==> config.mk <==
export PLATFORM = sky130hd
export DESIGN_NAME = lru_recency_list
export DESIGN_NICKNAME = d
export VERILOG_FILES = /design/src/hw/rtl/lrl_pkg.sv /design/src/hw/rtl/lrl_cell.sv /design/src/hw/rtl/lru_recency_list.sv
export VERILOG_INCLUDE_DIRS = /design/src /design/src/hw/rtl
export SDC_FILE = /design/constraint.sdc
export NUM_CORES = 1
export LEC_CHECK = 0
export BUFFER_PORTS_ARGS = -buffer_cell sky130_fd_sc_hd__buf_4
export CAP_MARGIN = 20
export CORE_UTILIZATION = 55
export CTS_CLUSTER_DIAMETER = 100
export CTS_CLUSTER_SIZE = 10
export DETAILED_ROUTE_END_ITERATION = 8
export PLACE_DENSITY = 0.72
export REMOVE_ABC_BUFFERS = 1
export SETUP_SLACK_MARGIN = 0.02
export SLEW_MARGIN = 20
export SYNTH_ARGS = -nofsm -noshare
export SYNTH_HDL_FRONTEND = slang
export SYNTH_SLANG_ARGS = --single-unit
==> constraint.sdc <==
create_clock -name clk -period 4.5 [get_ports clk]
set_input_delay 0 -clock clk [delete_from_list [all_inputs] [get_ports clk]]
set_output_delay 0 -clock clk [all_outputs]
set_load 0.005 [all_outputs]
==> src/hw/rtl/lru_recency_list_defines.svh <==
// Assertion macros for the recency list RTL.
// Included by lru_recency_list to check its own logic; no other dependencies.
`ifndef LRU_RECENCY_LIST_DEFINES_SVH
`define LRU_RECENCY_LIST_DEFINES_SVH
`ifndef ASSERT_OFF
`define LRL_ASSERT(lbl, clk, rst_n, prop) \
	lbl: assert property (@(posedge clk) disable iff (!rst_n) prop) \
		else $error("lru_recency_list: assertion failed");
`define LRL_ASSERT_NEVER(lbl, clk, rst_n, expr) \
	lbl: assert property (@(posedge clk) disable iff (!rst_n) !(expr)) \
		else $error("lru_recency_list: forbidden condition seen");
`else
`define LRL_ASSERT(lbl, clk, rst_n, prop)
`define LRL_ASSERT_NEVER(lbl, clk, rst_n, expr)
`endif
`endif

==> src/hw/rtl/lrl_pkg.sv <==
// Shared types and constants for the recency-ordered replacement list.
// Used by lrl_cell, lru_recency_list, the checker and the testbench; depends on nothing else.
package lrl_pkg;

	localparam int KEY_W           = 8;
	localparam int VAL_W           = 8;
	localparam int CNT_W           = 5;
	localparam int MAX_ENTRIES_DEF = 16;
	localparam logic [CNT_W-1:0] CAP_RESET = 5'd16;

	typedef enum logic {
		CMD_TOUCH  = 1'b0,
		CMD_INSERT = 1'b1
	} cmd_t;

	// Broadcast from the control logic to every cell.
	typedef struct packed {
		logic             accept;
		logic             insert;
		logic             hit_any;
		logic [KEY_W-1:0] key;
		logic [CNT_W-1:0] count;
	} lrl_bcast_t;

	// Link passed from each cell to its neighbor toward the tail.
	typedef struct packed {
		logic             found;
		logic [VAL_W-1:0] hit_val;
		logic [KEY_W-1:0] tail_key;
		logic [VAL_W-1:0] tail_val;
	} lrl_link_t;

endpackage

==> src/hw/rtl/lrl_cell.sv <==
// One position of the recency list: holds a key/value entry and shifts it
// toward the tail. Depends on lrl_pkg for the broadcast and link types.
module lrl_cell #(
	parameter int IDX = 0
) (
	input  logic                       clk,
	input  lrl_pkg::lrl_bcast_t        bc,
	input  logic [lrl_pkg::KEY_W-1:0]  left_key,
	input  logic [lrl_pkg::VAL_W-1:0]  left_val,
	input  lrl_pkg::lrl_link_t         link_i,
	output lrl_pkg::lrl_link_t         link_o,
	output logic [lrl_pkg::KEY_W-1:0]  key_q,
	output logic [lrl_pkg::VAL_W-1:0]  val_q
);

	logic valid;
	logic is_tail;
	logic match;
	logic first;
	logic shift_en;

	assign valid   = int'(bc.count) > IDX;
	assign is_tail = int'(bc.count) == IDX + 1;
	assign match   = valid && (key_q == bc.key);
	assign first   = match && !link_i.found;

	// On a touch hit, every position up to and including the hit moves back.
	assign shift_en = bc.accept && (bc.insert || (bc.hit_any && !link_i.found));

	assign link_o.found    = link_i.found || match;
	assign link_o.hit_val  = link_i.hit_val | (first ? val_q : '0);
	assign link_o.tail_key = link_i.tail_key | (is_tail ? key_q : '0);
	assign link_o.tail_val = link_i.tail_val | (is_tail ? val_q : '0);

	always_ff @(posedge clk) begin
		if (shift_en) begin
			key_q <= left_key;
			val_q <= left_val;
		end
	end

endmodule

==> src/hw/rtl/lru_recency_list.sv <==
// Top level of the recency-ordered replacement list: command decode, count,
// capacity register and the row of lrl_cell. Depends on lrl_pkg and defines.
//
//   channel   direction  handshake           word
//   command   in         start, busy         cmd, key_in, value_in
//   result    out        done (strobe)       hit, evicted, evicted_key,
//                                            evicted_value, occupancy
//   config    in         cfg_valid/ready     cfg_data (capacity)
//
// The lookup runs along the cell row and the cells that move shift at the
// accepting edge, so the row's found chain sets the cycle time.
// The result is strobed on done in the cycle after acceptance; busy stays low
// and a new command can be given every cycle. Reset clears the count (list
// empty) and sets capacity to 16; entry storage is not cleared.
`include "lru_recency_list_defines.svh"

module lru_recency_list #(
	parameter int MAX_ENTRIES = lrl_pkg::MAX_ENTRIES_DEF
) (
	input  logic                       clk,
	input  logic                       arst_n,
	input  logic                       start,
	output logic                       busy,
	input  logic                       cmd,
	input  logic [lrl_pkg::KEY_W-1:0]  key_in,
	input  logic [lrl_pkg::VAL_W-1:0]  value_in,
	output logic                       done,
	output logic                       hit,
	output logic                       evicted,
	output logic [lrl_pkg::KEY_W-1:0]  evicted_key,
	output logic [lrl_pkg::VAL_W-1:0]  evicted_value,
	output logic [lrl_pkg::CNT_W-1:0]  occupancy,
	input  logic                       cfg_valid,
	output logic                       cfg_ready,
	input  logic [lrl_pkg::CNT_W-1:0]  cfg_data
);

	logic [lrl_pkg::CNT_W-1:0] cap_q;
	logic [lrl_pkg::CNT_W-1:0] count_q;
	logic [lrl_pkg::CNT_W-1:0] cap_eff;
	logic [lrl_pkg::CNT_W-1:0] count_nxt;
	logic                      acc;
	logic                      is_insert;
	logic                      evict;
	logic                      done_q;
	logic                      hit_q;
	logic                      evicted_q;
	logic [lrl_pkg::KEY_W-1:0] ev_key_q;
	logic [lrl_pkg::VAL_W-1:0] ev_val_q;
	logic [lrl_pkg::VAL_W-1:0] head_val;

	lrl_pkg::lrl_bcast_t bc;
	lrl_pkg::lrl_link_t  link [MAX_ENTRIES+1];
	logic [lrl_pkg::KEY_W-1:0] key_st [MAX_ENTRIES];
	logic [lrl_pkg::VAL_W-1:0] val_st [MAX_ENTRIES];

	assign busy      = 1'b0;
	assign cfg_ready = 1'b1;
	assign acc       = start && !busy;
	assign is_insert = (lrl_pkg::cmd_t'(cmd) == lrl_pkg::CMD_INSERT);

	always_comb begin
		if (cap_q == '0) begin
			cap_eff = lrl_pkg::CNT_W'(1);
		end else if (int'(cap_q) > MAX_ENTRIES) begin
			cap_eff = lrl_pkg::CNT_W'(MAX_ENTRIES);
		end else begin
			cap_eff = cap_q;
		end
	end

	// The effective capacity is at least one, so a full list is never empty.
	assign evict = is_insert && (count_q >= cap_eff);

	always_comb begin
		if (is_insert && !evict) begin
			count_nxt = count_q + lrl_pkg::CNT_W'(1);
		end else begin
			count_nxt = count_q;
		end
	end

	assign bc.accept  = acc;
	assign bc.insert  = is_insert;
	assign bc.hit_any = link[MAX_ENTRIES].found;
	assign bc.key     = key_in;
	assign bc.count   = count_q;

	// A touch hit brings the found value to the front with the same key.
	assign head_val = is_insert ? value_in : link[MAX_ENTRIES].hit_val;

	assign link[0] = '0;

	for (genvar i = 0; i < MAX_ENTRIES; i++) begin : g_cell
		if (i == 0) begin : g_head
			lrl_cell #(.IDX(i)) u_cell (
				.clk      (clk),
				.bc       (bc),
				.left_key (key_in),
				.left_val (head_val),
				.link_i   (link[i]),
				.link_o   (link[i+1]),
				.key_q    (key_st[i]),
				.val_q    (val_st[i])
			);
		end else begin : g_body
			lrl_cell #(.IDX(i)) u_cell (
				.clk      (clk),
				.bc       (bc),
				.left_key (key_st[i-1]),
				.left_val (val_st[i-1]),
				.link_i   (link[i]),
				.link_o   (link[i+1]),
				.key_q    (key_st[i]),
				.val_q    (val_st[i])
			);
		end
	end

	always_ff @(posedge clk or negedge arst_n) begin
		if (!arst_n) begin
			cap_q   <= lrl_pkg::CAP_RESET;
			count_q <= '0;
			done_q  <= 1'b0;
		end else begin
			if (cfg_valid && cfg_ready) begin
				cap_q <= cfg_data;
			end
			if (acc) begin
				count_q <= count_nxt;
			end
			done_q <= acc;
		end
	end

	always_ff @(posedge clk) begin
		if (acc) begin
			hit_q     <= !is_insert && link[MAX_ENTRIES].found;
			evicted_q <= evict;
			ev_key_q  <= evict ? link[MAX_ENTRIES].tail_key : '0;
			ev_val_q  <= evict ? link[MAX_ENTRIES].tail_val : '0;
		end
	end

	assign done          = done_q;
	assign hit           = hit_q;
	assign evicted       = evicted_q;
	assign evicted_key   = ev_key_q;
	assign evicted_value = ev_val_q;
	assign occupancy     = count_q;

	`LRL_ASSERT_NEVER(a_count_max, clk, arst_n, int'(count_q) > MAX_ENTRIES)
	`LRL_ASSERT(a_done_follows, clk, arst_n, acc |=> done)
	`LRL_ASSERT(a_done_only_acc, clk, arst_n, !acc |=> !done)
	`LRL_ASSERT(a_touch_keeps, clk, arst_n, acc && !is_insert |=> !evicted && occupancy == $past(count_q))
	`LRL_ASSERT_NEVER(a_hit_and_evict, clk, arst_n, done && hit && evicted)
	`LRL_ASSERT(a_full_tail, clk, arst_n, acc && evict && int'(count_q) == MAX_ENTRIES |=> evicted_key == $past(key_st[MAX_ENTRIES-1]))

endmodule

==> run summary <==
The placeable core region is 0.02432 sq mm. The switching power of the nets came out at 0.001765 W. Combinational logic is responsible for 12.5% of the overall power. The placer's final routability congestion estimate is 0.9935. The number of warnings issued by yosys came out at 0. The relative slew slack came out at 21.44%. Across the VDD grid, the largest voltage drop is 0.3233 mV. For this design, the CTS-stage hold fixing added 26 buffers. The register bit total from synthesis came out at 285. The path class of the tightest hold or removal check is input port to register. The number of global-route vias before repair came out at 9,431. The ratio of cells with drive above 1 in the final layout came out at 13.41%. After detailed placement, the total cell area comes to 0.01425 sq mm.

The count of endpoints failing hold in the final timing report was 0. The critical path data required time is 4.63 ns. The initial utilization of the core area, before any placement, comes to 55.96%.

The flow ran to the end, and the final reports show no timing, DRC or antenna violations. The fraction of registers with async set/reset is 3.860%. The area overhead of the layout relative to synthesis is 13.52%.

The CTS buffer count is 34. The H-tree was split into 2 levels. The later-pin clock latency in the skew report came out at 0.51 ns. The max-slew violation total from the final report is 0. The worst-case setup margin in the final layout is 0.3569 ns. The die is 159.3 microns wide. The die boundary height came out at 159.3 microns.

The final antenna diode count is 0. The cell sitting at the root of the clock tree is a sky130_fd_sc_hd__clkbuf_16. The smallest clock period supported by the final layout is computed as 4.143 ns. Setup repair after global routing left no endpoint under its margin. The detail route stage leaves a number of antenna-violating nets equal to 0.

The final setup skew is 0.01378 ns. After clock tree synthesis, the repair step resized 0 gates. The sequential cell fraction of total power came out at 50.9%. The critical path goes through inv_1 -> ha_1 -> o21ai_1 -> and3_1 -> nor4_2 -> nand4bb_1 -> nand4bb_1 -> o21a_1 -> buf_4 -> o21a_1. The kind of cell adding the most delay to the critical path is compound AO/OA/AOI/OAI gates. The largest incremental delay on the critical path is 0.64 ns. The residual overflow from global routing came out at 0.

The number of clock sinks is 285. The clock share of power came out at 36.6%. The top fanout value on the critical path came out at 16.

The worst-margin pin slew came out at 1.178 ns. In the synthesized netlist, the number of instances is 1,005. The slowest stage of the critical path is the sky130_fd_sc_hd__o21a_1 cell. Summed over all cells, the static leakage comes to 5.106 nW. The maximum number of pins on one net before global-route repair came out at 26. The register clock-pin slew on the reported worst setup and hold paths came out at 0.06 ns. The wire-length estimate of the detail-placed layout is 31,840 microns. Counting both buffers and inverters, the worst setup path holds a total of 2. Measured on the finished design, the core utilization comes to 63.52%. The post-synthesis cell area came out at 0.01361 sq mm. The detailed-routing iteration count for the pre-antenna-repair pass came out at 6. The total global-route track usage is 35.59%. Net switching is 26.50% of the power. In this run, the number of DRC markers left after iteration 0 of detailed routing was 1,643.

The reported max-cap violation count is 0. The number of distinct library cells after synthesis is 66. The number of failing setup endpoints in the final timing report came out at 0. The count of buffers inserted at the top-level ports came out at 49. The post-CTS repair timing setup buffer count is 0. Row generation in the floorplan step produced 57 rows. The post-placement worst setup slack came out at 0.5345 ns. The full die area came out at 0.02537 sq mm.

The post-detailed-route wirelength per cell came out at 31.92 microns. The element type at the critical path end is a register. The final standard cell area without fillers is 0.01545 sq mm. For the worst setup path, the data arrival time is 4.27 ns.

The largest total area in the synthesized netlist belongs to sky130_fd_sc_hd__edfxtp_1. After synthesis, the most frequently instantiated cells are 274 x sky130_fd_sc_hd__edfxtp_1, 68 x sky130_fd_sc_hd__xnor2_1, 62 x sky130_fd_sc_hd__xor2_1, 55 x sky130_fd_sc_hd__a22oi_1, 52 x sky130_fd_sc_hd__a221oi_1. The synthesized area divided by synthesized cell count came out at 13.54 sq um. The total length of routed wires came out at 44,850 microns. STA classifies the critical path startpoint as a register.

The DRC violation count after routing came out at 0. The I/O pin total is 52. The initial antenna violation count came out at 0. The internal portion of total power is 0.004896 W. Among all flip-flop cells after synthesis, the most frequent one is sky130_fd_sc_hd__edfxtp_1. The dominant cell by count in the synthesized netlist is sky130_fd_sc_hd__edfxtp_1. The count of flip-flops with a built-in enable after synthesis is 274. Sorting the synthesized cells by area gives the leading types as sky130_fd_sc_hd__edfxtp_1 60%, sky130_fd_sc_hd__xnor2_1 4.4%, sky130_fd_sc_hd__xor2_1 4.0%, sky130_fd_sc_hd__a221oi_1 3.3%, sky130_fd_sc_hd__a22oi_1 3.0%. TritonCTS built the clock tree.

The detail-routed via count per cell came out at 7.075. The post-synthesis sequential area ratio is 62.50%. The period utilization is 92.07%. The global-route wire length before repair came out at 65,150 microns. The total via count in the routed design is 9,940. The number of filler instances in the final layout is 1,827.

The share of synthesized area in the top cell type comes to 60.46%. The number of buffers on the longest clock path came out at 3. The power per unit of standard cell area came out at 431.3 mW/mm^2. The achievable frequency is 241.4 MHz. The final net count is 1,104.

The type of the setup path with the least slack is register to register.
## flip-flops by register name (all words and copies together), names as in the netlist
signal	flops
g_cell.g_body.u_cell.key_q	120
g_cell.g_body.u_cell.val_q	120
evicted_key	8
evicted_value	8
g_cell.g_head.u_cell.key_q	8
g_cell.g_head.u_cell.val_q	8
cap_q	5
occupancy	5
done	1
evicted	1
hit	1
## power groups by stage
stage	sequential (W)	combinational, W	clock [W]
2_1_floorplan	0.00334	0.000421	0
3_3_place_gp	0.00342	0.000778	0
3_5_place_dp	0.00343	0.000786	0
4_1_cts	0.00338	0.000812	0.00245
5_1_grt	0.00341	0.000882	0.00254
6_report	0.00339	0.000830	0.00244
## final timing paths
path | startpoint | end | slack [ns] | cells past startpoint
worst max-delay path | occupancy[0] | g_cell[3].g_body.u_cell.key_q[3] | 0.36 | 10
worst min-delay path | cmd | g_cell[0].g_head.u_cell.val_q[6] | 0.06 | 2
worst max register to register | occupancy[0] | g_cell[3].g_body.u_cell.key_q[3] | 0.36 | 10
worst min register to register | g_cell[7].g_body.u_cell.val_q[7] | g_cell[8].g_body.u_cell.val_q[7] | 0.47 | 0
max in group asynchronous | arst_n | occupancy[3] | 3.07 | 4
min in group asynchronous | arst_n | cap_q[4] | 0.52 | 3
## final cells by class
class,instances,area (sq um),share of cell area (%)
Sequential cell,285,8504,55.05
Multi-Input combinational cell,628,4702,30.44
Clock buffer,47,920.9,5.961
Timing Repair Buffer,103,838.3,5.427
Tap cell,324,405.4,2.624
Inverter,16,60.06,0.3888
Clock inverter,2,16.27,0.1053
## cell usage in the layout (no fill, tap or decap), types with 22 or more instances in the layout
cell type	n
sky130_fd_sc_hd__xnor2_1	68
sky130_fd_sc_hd__a221oi_1	52
sky130_fd_sc_hd__a22o_1	44
sky130_fd_sc_hd__and3_1	22
sky130_fd_sc_hd__clkbuf_16	35
sky130_fd_sc_hd__nor2_1	22
sky130_fd_sc_hd__a22oi_1	55
sky130_fd_sc_hd__dlygate4sd3_1	26
sky130_fd_sc_hd__buf_4	77
sky130_fd_sc_hd__nand2_1	49
sky130_fd_sc_hd__edfxtp_1	274
sky130_fd_sc_hd__xor2_1	62
## cell families after synthesis
| group | count (synthesis) | share of synthesized area, % |
|---|---|---|
| fa+ha+maj | 10 | 0.9195 |
| buf+inv | 92 | 3.402 |
| other cells | 2 | 0.05519 |
| xor+xnor | 130 | 8.367 |
| compound gates | 266 | 14.97 |
| flops | 285 | 62.50 |
| simple gates | 215 | 9.388 |
| mux | 5 | 0.4045 |
## worst reg2reg max path: stages (launching register included)
cell and delay [ns]:
sky130_fd_sc_hd__dfrtp_1 0.59, sky130_fd_sc_hd__inv_1 0.23, sky130_fd_sc_hd__ha_1 0.31, sky130_fd_sc_hd__o21ai_1 0.36, sky130_fd_sc_hd__and3_1 0.40, sky130_fd_sc_hd__nor4_2 0.12
sky130_fd_sc_hd__nand4bb_1 0.15, sky130_fd_sc_hd__nand4bb_1 0.16, sky130_fd_sc_hd__o21a_1 0.52, sky130_fd_sc_hd__buf_4 0.30, sky130_fd_sc_hd__o21a_1 0.64
## layer usage
metal,vias to the layer above,global-route usage [%],wire length [microns]
li1,4091,-,-
met1,4850,53.76,18000
met2,912,49.00,18470
met3,87,11.33,7222
met4,0,10.45,1157
met5,-,0,0
## per-stage QoR
| stage | hold slack (ns) | TNS (ns) | cells | power (W) |
|---|---|---|---|---|
| 5_1_grt | 0.04617 | 0 | 1405 | 0.006824 |
| 3_5_place_dp | -0.1568 | 0 | 1330 | 0.004215 |
| 3_3_place_gp | -0.1588 | 0 | 1330 | 0.004196 |
| 6_report | 0.06328 | 0 | 1405 | 0.006662 |
| 2_1_floorplan | -0.2956 | -79.23 | 929 | 0.003766 |
| 4_1_cts | 0.01666 | 0 | 1405 | 0.006641 |
Power figures use the tool's default switching activity.
